$ cat config.mk
export PLATFORM = sky130hd
export DESIGN_NAME = keypad_code_alarm_controller_unit_flat
export DESIGN_NICKNAME = d
export VERILOG_FILES = /design/src/hdl/kcac_pkg.sv /design/src/hdl/kcac_intf.sv /design/src/hdl/kcac_cfg_regs.sv /design/src/hdl/kcac_entry.sv /design/src/hdl/kcac_ctrl.sv /design/src/hdl/keypad_code_alarm_controller_unit.sv /design/src/flat_wrapper.sv
export VERILOG_INCLUDE_DIRS = /design/src /design/src/hdl
export SDC_FILE = /design/constraint.sdc
export NUM_CORES = 1
export LEC_CHECK = 0
export ABC_AREA = 1
export BUFFER_PORTS_ARGS = -buffer_cell sky130_fd_sc_hd__buf_2
export CORE_UTILIZATION = 49
export CTS_BUF_LIST = sky130_fd_sc_hd__clkbuf_16
export DETAILED_ROUTE_END_ITERATION = 12
export PLACE_DENSITY_LB_ADDON = 0.05
export SYNTH_ARGS = -nofsm -noshare
export SYNTH_HDL_FRONTEND = slang
export SYNTH_SLANG_ARGS = --single-unit
$ cat constraint.sdc
create_clock -name clk_i -period 2.2 [get_ports clk_i]
set_clock_uncertainty 0.15 [all_clocks]
set_input_delay 0.55 -clock clk_i [delete_from_list [all_inputs] [get_ports clk_i]]
set_output_delay 0.55 -clock clk_i [all_outputs]
set_load 0.01 [all_outputs]
$ cat src/hdl/assert_macros.svh
// ----------------------------------------------------------------------------
// assert_macros.svh
// Shared assertion macros, clocked on clk_i and disabled while rst_ni is low.
// ----------------------------------------------------------------------------
`ifndef ASSERT_MACROS_SVH
`define ASSERT_MACROS_SVH

// same-cycle implication
`define KCAC_ASSERT_IMPL(lbl, pre, post, msg) \
  lbl: assert property (@(posedge clk_i) disable iff (!rst_ni) (pre) |-> (post)) \
    else $error(msg);

// next-cycle implication
`define KCAC_ASSERT_NEXT(lbl, pre, post, msg) \
  lbl: assert property (@(posedge clk_i) disable iff (!rst_ni) (pre) |=> (post)) \
    else $error(msg);

`endif

$ cat src/hdl/kcac_pkg.sv
// ----------------------------------------------------------------------------
// kcac_pkg
// Types, constants and helpers of the keypad code alarm controller.
// ----------------------------------------------------------------------------
`default_nettype none

package kcac_pkg;

  localparam int unsigned CodeDigits = 4;
  localparam int unsigned CntW       = $clog2(CodeDigits + 1);
  localparam int unsigned KeyW       = 4;
  localparam int unsigned CodeW      = 16;
  localparam int unsigned PulseW     = 9;
  localparam int unsigned LimitW     = 8;
  localparam int unsigned DigitsW    = 3;
  localparam int unsigned CfgIdxW    = 2;

  localparam logic [KeyW-1:0] KeyStar = 4'd10;
  localparam logic [KeyW-1:0] KeyHash = 4'd11;
  localparam logic [KeyW-1:0] KeyNone = 4'd15;

  localparam logic [CfgIdxW-1:0] CfgSecretCode = 2'd0;
  localparam logic [CfgIdxW-1:0] CfgArmPulses  = 2'd1;
  localparam logic [CfgIdxW-1:0] CfgPollLimit  = 2'd2;

  localparam logic [CodeW-1:0]  SecretCodeRst = 16'd4696;
  localparam logic [LimitW-1:0] ArmPulsesRst  = 8'd29;
  localparam logic [LimitW-1:0] PollLimitRst  = 8'd50;

  typedef enum logic [2:0] {
    ModeEntry  = 3'd0,
    ModeArming = 3'd1,
    ModeArmed  = 3'd2,
    ModeBreach = 3'd3,
    ModeSiren  = 3'd4,
    ModeHalt   = 3'd5
  } mode_e;

  typedef enum logic [2:0] {
    MsgNone     = 3'd0,
    MsgAccepted = 3'd1,
    MsgWrong    = 3'd2,
    MsgBreach   = 3'd3,
    MsgDisarmed = 3'd4
  } msg_e;

  typedef enum logic [1:0] {
    VerdictNone  = 2'd0,
    VerdictMatch = 2'd1,
    VerdictWrong = 2'd2
  } verdict_e;

  typedef struct packed {
    logic [CodeW-1:0]  secret_code;
    logic [LimitW-1:0] arm_pulses;
    logic [LimitW-1:0] breach_poll_limit;
  } cfg_t;

  typedef struct packed {
    logic take;
    logic clear;
  } entry_ctl_t;

  typedef struct packed {
    verdict_e        verdict;
    logic [CntW-1:0] count;
  } entry_stat_t;

  typedef struct packed {
    mode_e              mode;
    logic               alarm_lamp;
    logic               zone_lamps;
    logic               low_buzzer;
    logic               high_buzzer;
    logic               serial_alarm;
    msg_e               message;
    logic [DigitsW-1:0] digits_entered;
  } result_t;

  // code digit i, first digit in the top nibble of the used span
  function automatic logic [KeyW-1:0] code_digit(logic [CodeW-1:0] code, int unsigned i);
    int unsigned      shift;
    logic [CodeW-1:0] tmp;
    shift = 4 * (CodeDigits - 1 - i);
    tmp   = code >> shift;
    if (shift >= CodeW) begin
      return '0;
    end
    return tmp[KeyW-1:0];
  endfunction

endpackage

`default_nettype wire

$ cat src/hdl/kcac_intf.sv
// ----------------------------------------------------------------------------
// kcac_intf
// Poll, result and configuration channels of the alarm controller.
// ----------------------------------------------------------------------------
`default_nettype none

interface kcac_in_if;
  logic       valid;
  logic       ready;
  logic [3:0] key;
  logic       motion_sensor;
  logic       door_sensor;

  modport source (output valid, key, motion_sensor, door_sensor, input ready);
  modport sink   (input valid, key, motion_sensor, door_sensor, output ready);
endinterface

interface kcac_out_if;
  logic       valid;
  logic       ready;
  logic [2:0] mode;
  logic       alarm_lamp;
  logic       zone_lamps;
  logic       low_buzzer;
  logic       high_buzzer;
  logic       serial_alarm;
  logic [2:0] message;
  logic [2:0] digits_entered;

  modport source (output valid, mode, alarm_lamp, zone_lamps, low_buzzer, high_buzzer,
                  serial_alarm, message, digits_entered, input ready);
  modport sink   (input valid, mode, alarm_lamp, zone_lamps, low_buzzer, high_buzzer,
                  serial_alarm, message, digits_entered, output ready);
endinterface

interface kcac_cfg_if;
  logic        valid;
  logic        ready;
  logic [1:0]  index;
  logic [15:0] data;

  modport source (output valid, index, data, input ready);
  modport sink   (input valid, index, data, output ready);
endinterface

`default_nettype wire

$ cat src/hdl/kcac_cfg_regs.sv
// ----------------------------------------------------------------------------
// kcac_cfg_regs
// Configuration registers: secret code, exit pulses and breach poll budget.
// ----------------------------------------------------------------------------
`default_nettype none

module kcac_cfg_regs
  import kcac_pkg::*;
(
  input  wire logic  clk_i,
  input  wire logic  rst_ni,
  kcac_cfg_if.sink   cfg_i,
  output cfg_t       cfg_o
);

  cfg_t cfg_q, cfg_d;

  assign cfg_i.ready = 1'b1;

  always_comb begin
    cfg_d = cfg_q;
    if (cfg_i.valid) begin
      case (cfg_i.index)
        CfgSecretCode: cfg_d.secret_code       = cfg_i.data;
        CfgArmPulses:  cfg_d.arm_pulses        = cfg_i.data[LimitW-1:0];
        CfgPollLimit:  cfg_d.breach_poll_limit = cfg_i.data[LimitW-1:0];
        default:       cfg_d = cfg_q;
      endcase
    end
  end

  always_ff @(posedge clk_i or negedge rst_ni) begin
    if (!rst_ni) begin
      cfg_q.secret_code       <= SecretCodeRst;
      cfg_q.arm_pulses        <= ArmPulsesRst;
      cfg_q.breach_poll_limit <= PollLimitRst;
    end else begin
      cfg_q <= cfg_d;
    end
  end

  assign cfg_o = cfg_q;

endmodule

`default_nettype wire

$ cat src/hdl/kcac_entry.sv
// ----------------------------------------------------------------------------
// kcac_entry
// Code entry buffer: stores keys, counts them and checks a star request.
// ----------------------------------------------------------------------------
`default_nettype none

module kcac_entry
  import kcac_pkg::*;
(
  input  wire logic            clk_i,
  input  wire logic            rst_ni,
  input  wire entry_ctl_t      ctl_i,
  input  wire logic [KeyW-1:0] key_i,
  input  wire logic [CodeW-1:0] secret_code_i,
  output entry_stat_t          stat_o
);

  logic [KeyW-1:0] digits_q [CodeDigits];
  logic [CntW-1:0] cnt_q, cnt_d;
  logic            wr;
  logic            match;
  verdict_e        verdict;

  always_comb begin
    match = 1'b1;
    for (int unsigned i = 0; i < CodeDigits; i++) begin
      if (digits_q[i] != code_digit(secret_code_i, i)) begin
        match = 1'b0;
      end
    end
  end

  always_comb begin
    cnt_d   = cnt_q;
    wr      = 1'b0;
    verdict = VerdictNone;
    if (ctl_i.clear) begin
      cnt_d = '0;
    end else if (ctl_i.take && key_i != KeyNone) begin
      if (key_i == KeyHash) begin
        cnt_d = '0;
      end else if (cnt_q >= CntW'(CodeDigits)) begin
        cnt_d = '0;
        if (key_i == KeyStar) begin
          verdict = match ? VerdictMatch : VerdictWrong;
        end
      end else begin
        wr    = 1'b1;
        cnt_d = cnt_q + 1'b1;
      end
    end
  end

  always_ff @(posedge clk_i or negedge rst_ni) begin
    if (!rst_ni) begin
      cnt_q <= '0;
    end else begin
      cnt_q <= cnt_d;
    end
  end

  always_ff @(posedge clk_i) begin
    for (int unsigned i = 0; i < CodeDigits; i++) begin
      if (wr && cnt_q == CntW'(i)) begin
        digits_q[i] <= key_i;
      end
    end
  end

  assign stat_o.verdict = verdict;
  assign stat_o.count   = cnt_d;

endmodule

`default_nettype wire

$ cat src/hdl/kcac_ctrl.sv
// ----------------------------------------------------------------------------
// kcac_ctrl
// Mode sequencer: exit blink count, armed watch, breach budget, siren.
// ----------------------------------------------------------------------------
`default_nettype none
`include "assert_macros.svh"

module kcac_ctrl
  import kcac_pkg::*;
(
  input  wire logic        clk_i,
  input  wire logic        rst_ni,
  input  wire logic        fire_i,
  input  wire logic        sensed_i,
  input  wire cfg_t        cfg_i,
  input  wire entry_stat_t stat_i,
  output entry_ctl_t       ctl_o,
  output result_t          res_o
);

  mode_e              mode_q, mode_d;
  logic [PulseW-1:0]  pulse_q, pulse_d, pulse_inc;
  logic [LimitW-1:0]  poll_q, poll_d, poll_inc;
  logic               blink_q, blink_d;
  logic               armed_done;
  logic               budget_out;

  assign pulse_inc  = pulse_q + 1'b1;
  assign poll_inc   = poll_q + 1'b1;
  assign armed_done = pulse_inc >= PulseW'(cfg_i.arm_pulses);
  assign budget_out = poll_inc >= cfg_i.breach_poll_limit;

  assign ctl_o.take  = fire_i && (mode_q == ModeEntry || mode_q == ModeBreach);
  assign ctl_o.clear = fire_i && mode_q == ModeArmed && sensed_i;

  // next state
  always_comb begin
    mode_d  = mode_q;
    pulse_d = pulse_q;
    poll_d  = poll_q;
    blink_d = blink_q;
    case (mode_q)
      ModeEntry: begin
        if (stat_i.verdict == VerdictMatch) begin
          mode_d  = ModeArming;
          pulse_d = '0;
          blink_d = 1'b0;
        end
      end
      ModeArming: begin
        blink_d = ~blink_q;
        if (blink_q) begin
          pulse_d = pulse_inc;
          if (armed_done) begin
            mode_d  = ModeArmed;
            pulse_d = '0;
          end
        end
      end
      ModeArmed: begin
        if (sensed_i) begin
          mode_d = ModeBreach;
          poll_d = '0;
        end
      end
      ModeBreach: begin
        if (stat_i.verdict == VerdictMatch) begin
          mode_d = ModeHalt;
        end else if (stat_i.verdict == VerdictWrong) begin
          mode_d  = ModeSiren;
          blink_d = 1'b0;
        end else begin
          poll_d = poll_inc;
          if (budget_out) begin
            mode_d  = ModeSiren;
            blink_d = 1'b0;
          end
        end
      end
      ModeSiren: begin
        blink_d = ~blink_q;
      end
      ModeHalt: begin
        mode_d = ModeHalt;
      end
      default: begin
        mode_d = ModeHalt;
      end
    endcase
  end

  // result of this poll
  always_comb begin
    res_o      = '0;
    res_o.mode = mode_d;
    case (mode_q)
      ModeEntry: begin
        res_o.alarm_lamp = 1'b1;
        if (stat_i.verdict == VerdictMatch) begin
          res_o.message = MsgAccepted;
        end else if (stat_i.verdict == VerdictWrong) begin
          res_o.message = MsgWrong;
        end
        if (mode_d == ModeEntry) begin
          res_o.digits_entered = DigitsW'(stat_i.count);
        end
      end
      ModeArming: begin
        res_o.alarm_lamp = ~blink_q;
        res_o.low_buzzer = ~blink_q;
      end
      ModeArmed: begin
        res_o.alarm_lamp = 1'b1;
        res_o.zone_lamps = 1'b1;
        if (sensed_i) begin
          res_o.message = MsgBreach;
        end
      end
      ModeBreach: begin
        res_o.alarm_lamp = 1'b1;
        res_o.zone_lamps = 1'b1;
        res_o.low_buzzer = 1'b1;
        if (stat_i.verdict == VerdictMatch) begin
          res_o.message = MsgDisarmed;
        end else if (stat_i.verdict == VerdictWrong) begin
          res_o.message = MsgWrong;
        end else if (budget_out) begin
          res_o.message = MsgBreach;
        end
        if (mode_d == ModeBreach) begin
          res_o.digits_entered = DigitsW'(stat_i.count);
        end
      end
      ModeSiren: begin
        res_o.alarm_lamp   = ~blink_q;
        res_o.zone_lamps   = ~blink_q;
        res_o.high_buzzer  = ~blink_q;
        res_o.serial_alarm = ~blink_q;
      end
      default: begin
        res_o.message = MsgNone;
      end
    endcase
  end

  always_ff @(posedge clk_i or negedge rst_ni) begin
    if (!rst_ni) begin
      mode_q  <= ModeEntry;
      pulse_q <= '0;
      poll_q  <= '0;
      blink_q <= 1'b0;
    end else if (fire_i) begin
      mode_q  <= mode_d;
      pulse_q <= pulse_d;
      poll_q  <= poll_d;
      blink_q <= blink_d;
    end
  end

  `KCAC_ASSERT_IMPL(a_blink_idle, (mode_q == ModeEntry || mode_q == ModeArmed || mode_q == ModeBreach), !blink_q, "blink phase set outside arming or siren")
  `KCAC_ASSERT_IMPL(a_pulse_idle, (mode_q != ModeArming), pulse_q == '0, "pulse count left over outside arming")
  `KCAC_ASSERT_NEXT(a_halt_final, (fire_i && mode_q == ModeHalt), mode_q == ModeHalt, "left disarmed halt")

endmodule

`default_nettype wire

$ cat src/hdl/keypad_code_alarm_controller_unit.sv
// ----------------------------------------------------------------------------
// keypad_code_alarm_controller_unit
// Keypad code alarm controller: one poll request in, one result request out.
// ----------------------------------------------------------------------------
// A result is valid in the cycle after its poll request is accepted.
// Throughput: one poll per cycle; the mode logic is a single stage ahead of
// the result register, which takes a new poll while its result is taken.
// Configuration writes are always ready and take effect on the next poll.
// Reset: entry mode, empty code entry, counters and blink phase cleared,
// configuration back to its default values, no result pending.
`default_nettype none
`include "assert_macros.svh"

module keypad_code_alarm_controller_unit
  import kcac_pkg::*;
(
  input  wire logic   clk_i,
  input  wire logic   rst_ni,
  kcac_cfg_if.sink    cfg_i,
  kcac_in_if.sink     in_i,
  kcac_out_if.source  out_o
);

  cfg_t        cfg;
  entry_ctl_t  ctl;
  entry_stat_t stat;
  result_t     res;
  result_t     res_q;
  logic        out_valid_q, out_valid_d;
  logic        in_ready;
  logic        fire;

  assign in_ready    = !out_valid_q || out_o.ready;
  assign fire        = in_i.valid && in_ready;
  assign in_i.ready  = in_ready;
  assign out_valid_d = fire || (out_valid_q && !out_o.ready);

  kcac_cfg_regs u_cfg_regs (
    .clk_i  (clk_i),
    .rst_ni (rst_ni),
    .cfg_i  (cfg_i),
    .cfg_o  (cfg)
  );

  kcac_entry u_entry (
    .clk_i         (clk_i),
    .rst_ni        (rst_ni),
    .ctl_i         (ctl),
    .key_i         (in_i.key),
    .secret_code_i (cfg.secret_code),
    .stat_o        (stat)
  );

  kcac_ctrl u_ctrl (
    .clk_i    (clk_i),
    .rst_ni   (rst_ni),
    .fire_i   (fire),
    .sensed_i (in_i.motion_sensor || in_i.door_sensor),
    .cfg_i    (cfg),
    .stat_i   (stat),
    .ctl_o    (ctl),
    .res_o    (res)
  );

  always_ff @(posedge clk_i or negedge rst_ni) begin
    if (!rst_ni) begin
      out_valid_q <= 1'b0;
    end else begin
      out_valid_q <= out_valid_d;
    end
  end

  always_ff @(posedge clk_i) begin
    if (fire) begin
      res_q <= res;
    end
  end

  assign out_o.valid          = out_valid_q;
  assign out_o.mode           = res_q.mode;
  assign out_o.alarm_lamp     = res_q.alarm_lamp;
  assign out_o.zone_lamps     = res_q.zone_lamps;
  assign out_o.low_buzzer     = res_q.low_buzzer;
  assign out_o.high_buzzer    = res_q.high_buzzer;
  assign out_o.serial_alarm   = res_q.serial_alarm;
  assign out_o.message        = res_q.message;
  assign out_o.digits_entered = res_q.digits_entered;

  `KCAC_ASSERT_IMPL(a_no_overrun, (out_valid_q && !out_o.ready), !in_ready, "poll taken over a stalled result")
  `KCAC_ASSERT_IMPL(a_digits_mode, (out_valid_q && res_q.mode != ModeEntry && res_q.mode != ModeBreach), res_q.digits_entered == '0, "digit count outside code entry")
  `KCAC_ASSERT_IMPL(a_siren_mode, (out_valid_q && res_q.high_buzzer), res_q.mode == ModeSiren, "siren tone outside siren mode")
  `KCAC_ASSERT_IMPL(a_disarm_mode, (out_valid_q && res_q.message == MsgDisarmed), res_q.mode == ModeHalt, "disarmed message without halt")

endmodule

`default_nettype wire

$ cat src/flat_wrapper.sv
// flat-port wrapper written by rule: the top's interface ports become plain ports
module keypad_code_alarm_controller_unit_flat import kcac_pkg::*;
  (clk_i, rst_ni, cfg_i_valid, cfg_i_index, cfg_i_data, cfg_i_ready, in_i_valid, in_i_key, in_i_motion_sensor, in_i_door_sensor, in_i_ready, out_o_valid, out_o_mode, out_o_alarm_lamp, out_o_zone_lamps, out_o_low_buzzer, out_o_high_buzzer, out_o_serial_alarm, out_o_message, out_o_digits_entered, out_o_ready);
  kcac_cfg_if cfg_i_i ();
  kcac_in_if in_i_i ();
  kcac_out_if out_o_i ();
  input  wire logic clk_i;
  input  wire logic rst_ni;
  input wire logic [$bits(cfg_i_i.valid)-1:0] cfg_i_valid;
  input wire logic [$bits(cfg_i_i.index)-1:0] cfg_i_index;
  input wire logic [$bits(cfg_i_i.data)-1:0] cfg_i_data;
  output wire logic [$bits(cfg_i_i.ready)-1:0] cfg_i_ready;
  input wire logic [$bits(in_i_i.valid)-1:0] in_i_valid;
  input wire logic [$bits(in_i_i.key)-1:0] in_i_key;
  input wire logic [$bits(in_i_i.motion_sensor)-1:0] in_i_motion_sensor;
  input wire logic [$bits(in_i_i.door_sensor)-1:0] in_i_door_sensor;
  output wire logic [$bits(in_i_i.ready)-1:0] in_i_ready;
  output wire logic [$bits(out_o_i.valid)-1:0] out_o_valid;
  output wire logic [$bits(out_o_i.mode)-1:0] out_o_mode;
  output wire logic [$bits(out_o_i.alarm_lamp)-1:0] out_o_alarm_lamp;
  output wire logic [$bits(out_o_i.zone_lamps)-1:0] out_o_zone_lamps;
  output wire logic [$bits(out_o_i.low_buzzer)-1:0] out_o_low_buzzer;
  output wire logic [$bits(out_o_i.high_buzzer)-1:0] out_o_high_buzzer;
  output wire logic [$bits(out_o_i.serial_alarm)-1:0] out_o_serial_alarm;
  output wire logic [$bits(out_o_i.message)-1:0] out_o_message;
  output wire logic [$bits(out_o_i.digits_entered)-1:0] out_o_digits_entered;
  input wire logic [$bits(out_o_i.ready)-1:0] out_o_ready;
  assign cfg_i_i.valid = cfg_i_valid;
  assign cfg_i_i.index = cfg_i_index;
  assign cfg_i_i.data = cfg_i_data;
  assign cfg_i_ready = cfg_i_i.ready;
  assign in_i_i.valid = in_i_valid;
  assign in_i_i.key = in_i_key;
  assign in_i_i.motion_sensor = in_i_motion_sensor;
  assign in_i_i.door_sensor = in_i_door_sensor;
  assign in_i_ready = in_i_i.ready;
  assign out_o_valid = out_o_i.valid;
  assign out_o_mode = out_o_i.mode;
  assign out_o_alarm_lamp = out_o_i.alarm_lamp;
  assign out_o_zone_lamps = out_o_i.zone_lamps;
  assign out_o_low_buzzer = out_o_i.low_buzzer;
  assign out_o_high_buzzer = out_o_i.high_buzzer;
  assign out_o_serial_alarm = out_o_i.serial_alarm;
  assign out_o_message = out_o_i.message;
  assign out_o_digits_entered = out_o_i.digits_entered;
  assign out_o_i.ready = out_o_ready;
  keypad_code_alarm_controller_unit u_core (.clk_i(clk_i), .rst_ni(rst_ni), .cfg_i(cfg_i_i), .in_i(in_i_i), .out_o(out_o_i));
endmodule
==> results.yml, run 1 <==
yosys:
  synth_cell_types: 42
  syn_inst: 514
  synthFlopType: "dfrtp_1"
  synth_top_area_share: 0.2438
  synthTopCellsByArea: "dfrtp_1 24%, edfxtp_1 19%, nand2_1 8.4%, dfstp_2 6.8%, inv_1 6.7%"
  synth-async-reset-ratio: 0.6628
  yosysWarnings: 0
  synth-edff-count: 29
  yosysSeqAreaShare: 0.5007
  synth_area_per_cell_sq_um: 8.985
  ys_ff_latch: 86
  synthesis.nets: 566
  synth_top_cell_by_area: "dfrtp_1"
  syn_area_sq_mm: 0.004618
sta:
  hold_viol: 0
  rsz0062_at_grt: "true"
  period_needed_ns: 2.536
  post-route-period-util: 1.153
  slew_headroom: 0.6099
  setup_slack_ns: -0.3364
  tightestPinTransition_ns: 0.5806
  maxSlewViolCount: 0
  setup_viol: 20
  fmax_mhz: 394.3
route:
  highest_layer: "met4"
  drt-pass1-iter-count: 4
  vias: 3617
  detail-route-antenna-nets: 0
  avgViaCountPerCell: 4.955
  drt_wl_total_microns: 10420
  drc_errors: 0
  wire_per_inst_microns: 14.27
  routed-wl-met2_microns: 5140
  met1_length_microns: 4849
  wl_met3_microns: 257
  drt_iter0_markers: 155
placement:
  gp_congestion: 0.8417
  dpl_cell_area_sq_mm: 0.005291
  dp_cells: 700
  port_buffers: 44
  dp_slack_ns: -0.2996
  dpl.hpwl_microns: 7493
cts:
  root_buffer: "clkbuf_16"
  clkTransAtPathRegs_ns: 0.07
  cts_num_sinks: 86
  clock_path_buffers: 2
  htree_levels: 3
  cts_made_buffers: 9
  cts_tree: "built"
  clk_latency_ns: 0.34
cells_and_area:
  final_nets: 666
  instances_no_fill: 730
  antenna_cells: 0
  drive_above_1_share: 0.3037
  synthToLayoutAreaGrowth_pct: 27.36
  final_common_cell: "nand2_1"
  fin_area_sq_mm: 0.005882
  fin_util: 0.6396
  num-fill-cells: 781
  layout_common_cells: "97 x nand2_1, 83 x inv_1, 53 x nor2_1, 44 x buf_2, 44 x dfrtp_1"
critical_path:
  crit_path_max_fanout: 3
  crit_top_cell: "nand3_2"
  crit_arrival_ns: 2.49
  crit_required_ns: 2.15
  worstSetupStartpoint: "u_core.u_ctrl.poll_q[0]"
  crit_path_cell_trace: "nand3_2, nor2_4, nand3_2, xor2_2, ha_4, a21oi_2, o21a_1, nand3_2, o21ai_2, nand2_1, nor2_1, inv_1"
  slowest_stage: "dfrtp_1"
  reg2reg_from: "u_core.u_ctrl.poll_q[0]"
  end_kind: "register"
  path_class: "reg -> reg"
  start_kind: "register"
  critPathMaxStageDelay_ns: 0.43
power_and_ir_drop:
  combinationalPowerShare: 0.184
  vdd_ir_drop_max_v: 0.0004378
  p_clk_frac: 0.353
  switching_share: 0.2847
  pwr-share-seq: 0.463
  internal_power_uw: 3033
  power_switching_uw: 1207
  powerDensity_mw_per_mm2: 721.0
  total_leakage_power_uw: 0.002903
min_path:
  holdCritPathClass: "in -> reg"
  worstHoldStart: "cfg_i_data[14]"
floorplanning:
  die_area_sq_mm: 0.009817
  start_util: 0.5022
  die_w_microns: 99.08
  dieHeight_microns: 99.08
  coreArea_sq_mm: 0.009196
  num_rows: 35
  pin_count: 46
global_route:
  antenna_found_initial: 0
  grt_first_pass_wirelength_microns: 17330
  grt_max_degree: 29
  grt_usage: 0.2280
  overflow: 0
  first_global_vias: 3653
status:
  status: "complete, but fails checks"
  violations: "setup timing"
job:
  drv_cap: 0
==> worst max-delay path: cells and delay by family (launching register included) <==
kind	cells	cell delay, ns
AO/OA/AOI/OAI	3	0.49
XOR/XNOR	1	0.23
adder cells (fa/ha/maj)	1	0.26
buffers and inverters	1	0.04
flip-flops	1	0.43
AND/OR/NAND/NOR	6	0.69
==> cell families (layout without fill, tap and decap cells) <==
family          Yosys count  count (layout)  synth area share
xor+xnor                 15              15           0.02845
simple gates            212             212            0.2167
flops                    86              86            0.5007
other cells               1               1         0.0008120
mux                       6               6           0.01463
buf+inv                  97             202           0.08372
fa+ha+maj                23              23           0.06231
compound gates           74              74           0.09266
==> power by group through the flow <==
stage          sequential (uW)  clock [uW]  combinational, uW
2_1_floorplan             1960           0                450
3_3_place_gp              1990           0                663
3_5_place_dp              1990           0                682
4_1_cts                   1960        1510                729
5_1_grt                   1990        1590                897
6_report                  1960        1500                781
==> repair_timing <==
action / in CTS / in global routing
endpoints found under the hold margin: 5 / 0
hold buffers: 1 / 0
gates resized for setup: 15 / 26
endpoints found under the setup margin: 20 / 21
pin swaps: 12 / 17
setup buffers: 12 / 4
==> per-layer routing <==
metal  vias to the layer above  track usage
li1                       1846            -
met3                        17      0.03262
met1                      1690       0.3051
met5                         -            0
met2                        64       0.3846
met4                         0      0.07240
==> synthesized netlist by cell type, types with 2 or more instances <==
library cell	count
nand3_1	18
inv_2	3
buf_6	2
mux2_2	6
clkinv_1	2
edfxtp_1	29
nand3_2	4
nor2_4	3
xor2_1	14
clkbuf_1	5
nand2_2	3
dfrtp_1	45
nor3_1	3
dfstp_2	12
o211ai_1	4
buf_4	2
nand3b_1	2
o21a_1	3
ha_1	23
nor2_1	55
nor2_2	2
nand2_1	103
a21oi_1	14
inv_1	83
nand4_1	9
o21ai_2	3
o21ai_1	5
o21ai_0	40
nand2_4	4
==> layout make-up <==
| class | count | area (sq um) | area share |
|---|---|---|---|
| inverters | 88 | 332.8 | 0.05658 |
| multi-input cells | 331 | 2113 | 0.3593 |
| well taps | 111 | 138.9 | 0.02361 |
| clock inverters | 6 | 41.29 | 0.007020 |
| flip-flops and latches | 86 | 2313 | 0.3933 |
| clock buffers | 10 | 250.2 | 0.04254 |
| repair buffers | 98 | 691.9 | 0.1176 |
==> per-stage QoR <==
step / hold WS, ns / TNS, ns / total power [uW]
global route: 0.2803 / -5.989 / 4470
CTS: 0.2810 / -2.630 / 4198
detailed placement: 0.3287 / -3.405 / 2672
finish: 0.2843 / -3.049 / 4241
global placement: 0.3262 / -1.432 / 2649
floorplan: 0.1044 / -0.4043 / 2411
==> flip-flops by register name, summed over array words and instances, names as in the netlist <==
| register | cells |
|---|---|
| u_core.u_entry.cnt_q | 3 |
| u_core.out_o.digits_entered | 3 |
| u_core.out_o.high_buzzer | 1 |
| u_core.u_entry.digits_q | 16 |
| u_core.out_o.zone_lamps | 1 |
| u_core.u_ctrl.pulse_q | 9 |
| u_core.out_o.low_buzzer | 1 |
| u_core.out_o.alarm_lamp | 1 |
| u_core.out_o.message | 3 |
| u_core.u_cfg_regs.cfg_o | 32 |
| u_core.out_o.mode | 3 |
| u_core.u_ctrl.poll_q | 8 |
| u_core.out_o.valid | 1 |
| u_core.u_ctrl.blink_q | 1 |
| u_core.u_ctrl.mode_q | 3 |
==> final timing paths <==
path,slack (ns),endpoint,depth (start not counted)
worst max-delay path,-0.34,u_core.out_o.mode[2],12
worst min-delay path,0.28,u_core.u_cfg_regs.cfg_o[30],2
worst max register to register,-0.34,u_core.out_o.mode[2],12
worst min register to register,0.34,u_core.u_cfg_regs.cfg_o[13],2
max in group asynchronous,0.73,u_core.u_cfg_regs.cfg_o[12],3
min in group asynchronous,0.53,u_core.u_cfg_regs.cfg_o[26],2
(Power assumes the default switching activity.)
==> inputs of run 2 (changes only) <==
==> constraint.sdc (replaced) <==
create_clock -name clk_i -period 3 [get_ports clk_i]
set_clock_uncertainty 0.15 [all_clocks]
set_input_delay 0.9 -clock clk_i [delete_from_list [all_inputs] [get_ports clk_i]]
set_output_delay 0.9 -clock clk_i [all_outputs]
set_load 0.01 [all_outputs]
==> run 2 against run 1 <==
Against the previous run:
- flip-flop and latch count unchanged
- the flow now finishes without violations
- combinational power down 43%
- global-route usage down 2.1 points
- non-clock buffer count down 51
- sequential power down 27%
- die area unchanged
- hold slack better by 0.052 ns
- critical path depth up 1
- critical endpoint is now u_core.out_o.mode[0]
- sequential share of layout area up 4.8 points
==> results.yml, run 2 (synthesis results as in run 1) <==
status:
  status: "complete, no violations"
sta:
  fmax_mhz: 369.1
  setup_slack_ns: 0.2906
  period_needed_ns: 2.709
  setup_viol: 0
  rsz0062_at_grt: "false"
  maxSlewViolCount: 0
  slew_headroom: 0.5846
  tightestPinTransition_ns: 0.6215
  hold_viol: 0
  tns_ns: 0
  post-route-period-util: 0.9031
placement:
  dp_slack_ns: 0.2203
  dpl.hpwl_microns: 6949
  port_buffers: 44
  gp_congestion: 0.8057
power_and_ir_drop:
  power_switching_uw: 815.6
  vdd_ir_drop_max_v: 0.0002949
  internal_power_uw: 2170
  pwr-share-seq: 0.481
  switching_share: 0.2732
  p_clk_frac: 0.370
  total_leakage_power_uw: 0.002593
  powerDensity_mw_per_mm2: 570.2
  combinationalPowerShare: 0.149
critical_path:
  path_class: "reg -> reg"
  crit_arrival_ns: 2.63
  end_kind: "register"
  crit_required_ns: 2.92
  crit_path_max_fanout: 5
  start_kind: "register"
floorplanning:
  coreArea_sq_mm: 0.009196
  num_rows: 35
  start_util: 0.5022
  die_area_sq_mm: 0.009817
  dieHeight_microns: 99.08
  pin_count: 46
  die_w_microns: 99.08
route:
  avgViaCountPerCell: 5.009
  detail-route-antenna-nets: 0
  wire_per_inst_microns: 13.80
  vias: 3401
  drt_wl_total_microns: 9370
  drc_errors: 0
  drt_iter0_markers: 100
  drt-pass1-iter-count: 4
global_route:
  first_global_vias: 3195
  antenna_found_initial: 0
  grt_max_degree: 24
  grt_first_pass_wirelength_microns: 15580
  grt_usage: 0.2070
  overflow: 0
cts:
  holdBufCountCts: 0
  clock_path_buffers: 2
  cts_made_buffers: 9
  clkTransAtPathRegs_ns: 0.06
  cts_tree: "built"
  cts_num_sinks: 86
  post_cts_buffers: 0
  clk_latency_ns: 0.33
  htree_levels: 3
  root_buffer: "clkbuf_16"
cells_and_area:
  fin_util: 0.5694
  largest_register_ffs: 32
  drive_above_1_share: 0.1901
  layout_common_cells: "103 x nand2_1, 83 x inv_1, 55 x nor2_1, 45 x dfrtp_1, 44 x buf_2"
  antenna_cells: 0
  synthToLayoutAreaGrowth_pct: 13.38
  final_common_cell: "nand2_1"
  final_nets: 615
min_path:
  holdCritPathClass: "reg -> reg"
job:
  drv_cap: 0
[run 2: cell count changes in the layout (fill, tap and decap cells not counted), sizes merged]
cell / before / now
bufinv: 0 / 1
dlygate4sd3: 1 / 0
buf: 97 / 47
clkinv: 4 / 6
clkinvlp: 0 / 1
clkbuf: 10 / 9
inv: 90 / 87
[run 2: area by class of cell]
cell class / instances / area [sq um]
flip-flops and latches: 86 / 2312
repair buffers: 47 / 242.7
well taps: 111 / 138.9
clock buffers: 9 / 225.2
multi-input cells: 331 / 1923
inverters: 88 / 330.3
fillers: 820 / 3960
clock inverters: 7 / 63.81
[run 2: what timing repair did]
action / CTS / global route
endpoints found under the setup margin: 0 / 3
resized for setup: 0 / 2
endpoints found under the hold margin: 0 / 0
[run 2: path summary, 6_finish.rpt]
| path | start | endpoint | slack [ns] | depth (start not counted) |
|---|---|---|---|---|
| worst max-delay path | u_core.u_ctrl.poll_q[0] | u_core.out_o.mode[0] | 0.29 | 13 |
| worst min-delay path | u_core.u_cfg_regs.cfg_o[9] | u_core.u_cfg_regs.cfg_o[9] | 0.34 | 2 |
| worst max register to register | u_core.u_ctrl.poll_q[0] | u_core.out_o.mode[0] | 0.29 | 13 |
| worst min register to register | u_core.u_cfg_regs.cfg_o[9] | u_core.u_cfg_regs.cfg_o[9] | 0.34 | 2 |
| max in group asynchronous | rst_ni | u_core.u_cfg_regs.cfg_o[4] | 1.58 | 2 |
| min in group asynchronous | rst_ni | u_core.u_cfg_regs.cfg_o[18] | 0.39 | 1 |
[run 2: per-layer routing]
metal / GRT usage / vias up / wire length [microns]
met5: 0 / - / 0
li1: - / 1749 / -
met2: 0.3254 / 60 / 4158
met4: 0.06448 / 0 / 108
met1: 0.2966 / 1582 / 4772
met3: 0.03191 / 10 / 330
[run 2: power groups by stage]
stage | Clock [uW] | Combinational, uW | Sequential [uW]
CTS | 1120 | 451 | 1440
global placement | 0 | 435 | 1460
global route | 1170 | 520 | 1450
finish | 1100 | 445 | 1440
detailed placement | 0 | 446 | 1460
floorplan | 0 | 321 | 1440
[run 2: through the flow]
stage	cell area (sq um)	std cells	power, uW	hold slack (ns)
floorplan	4618	514	1758	0.3030
finish	5236	679	2985	0.3361
global route	5236	679	3138	0.3608
CTS	5233	679	3007	0.3431
detailed placement	4943	663	1905	0.3273
global placement	4943	663	1891	0.3211
[run 2: critical path, stage by stage (launching register included)]
cell and delay [ns]:
dfrtp_1 0.41, ha_1 0.20, nand2_1 0.09, nor3_1 0.21, xor2_1 0.16, inv_1 0.07
ha_1 0.27, nand2_1 0.06, nor2_1 0.15, nand4_1 0.10, nand3_1 0.15, inv_1 0.11
nand3_1 0.19, nand3_2 0.11
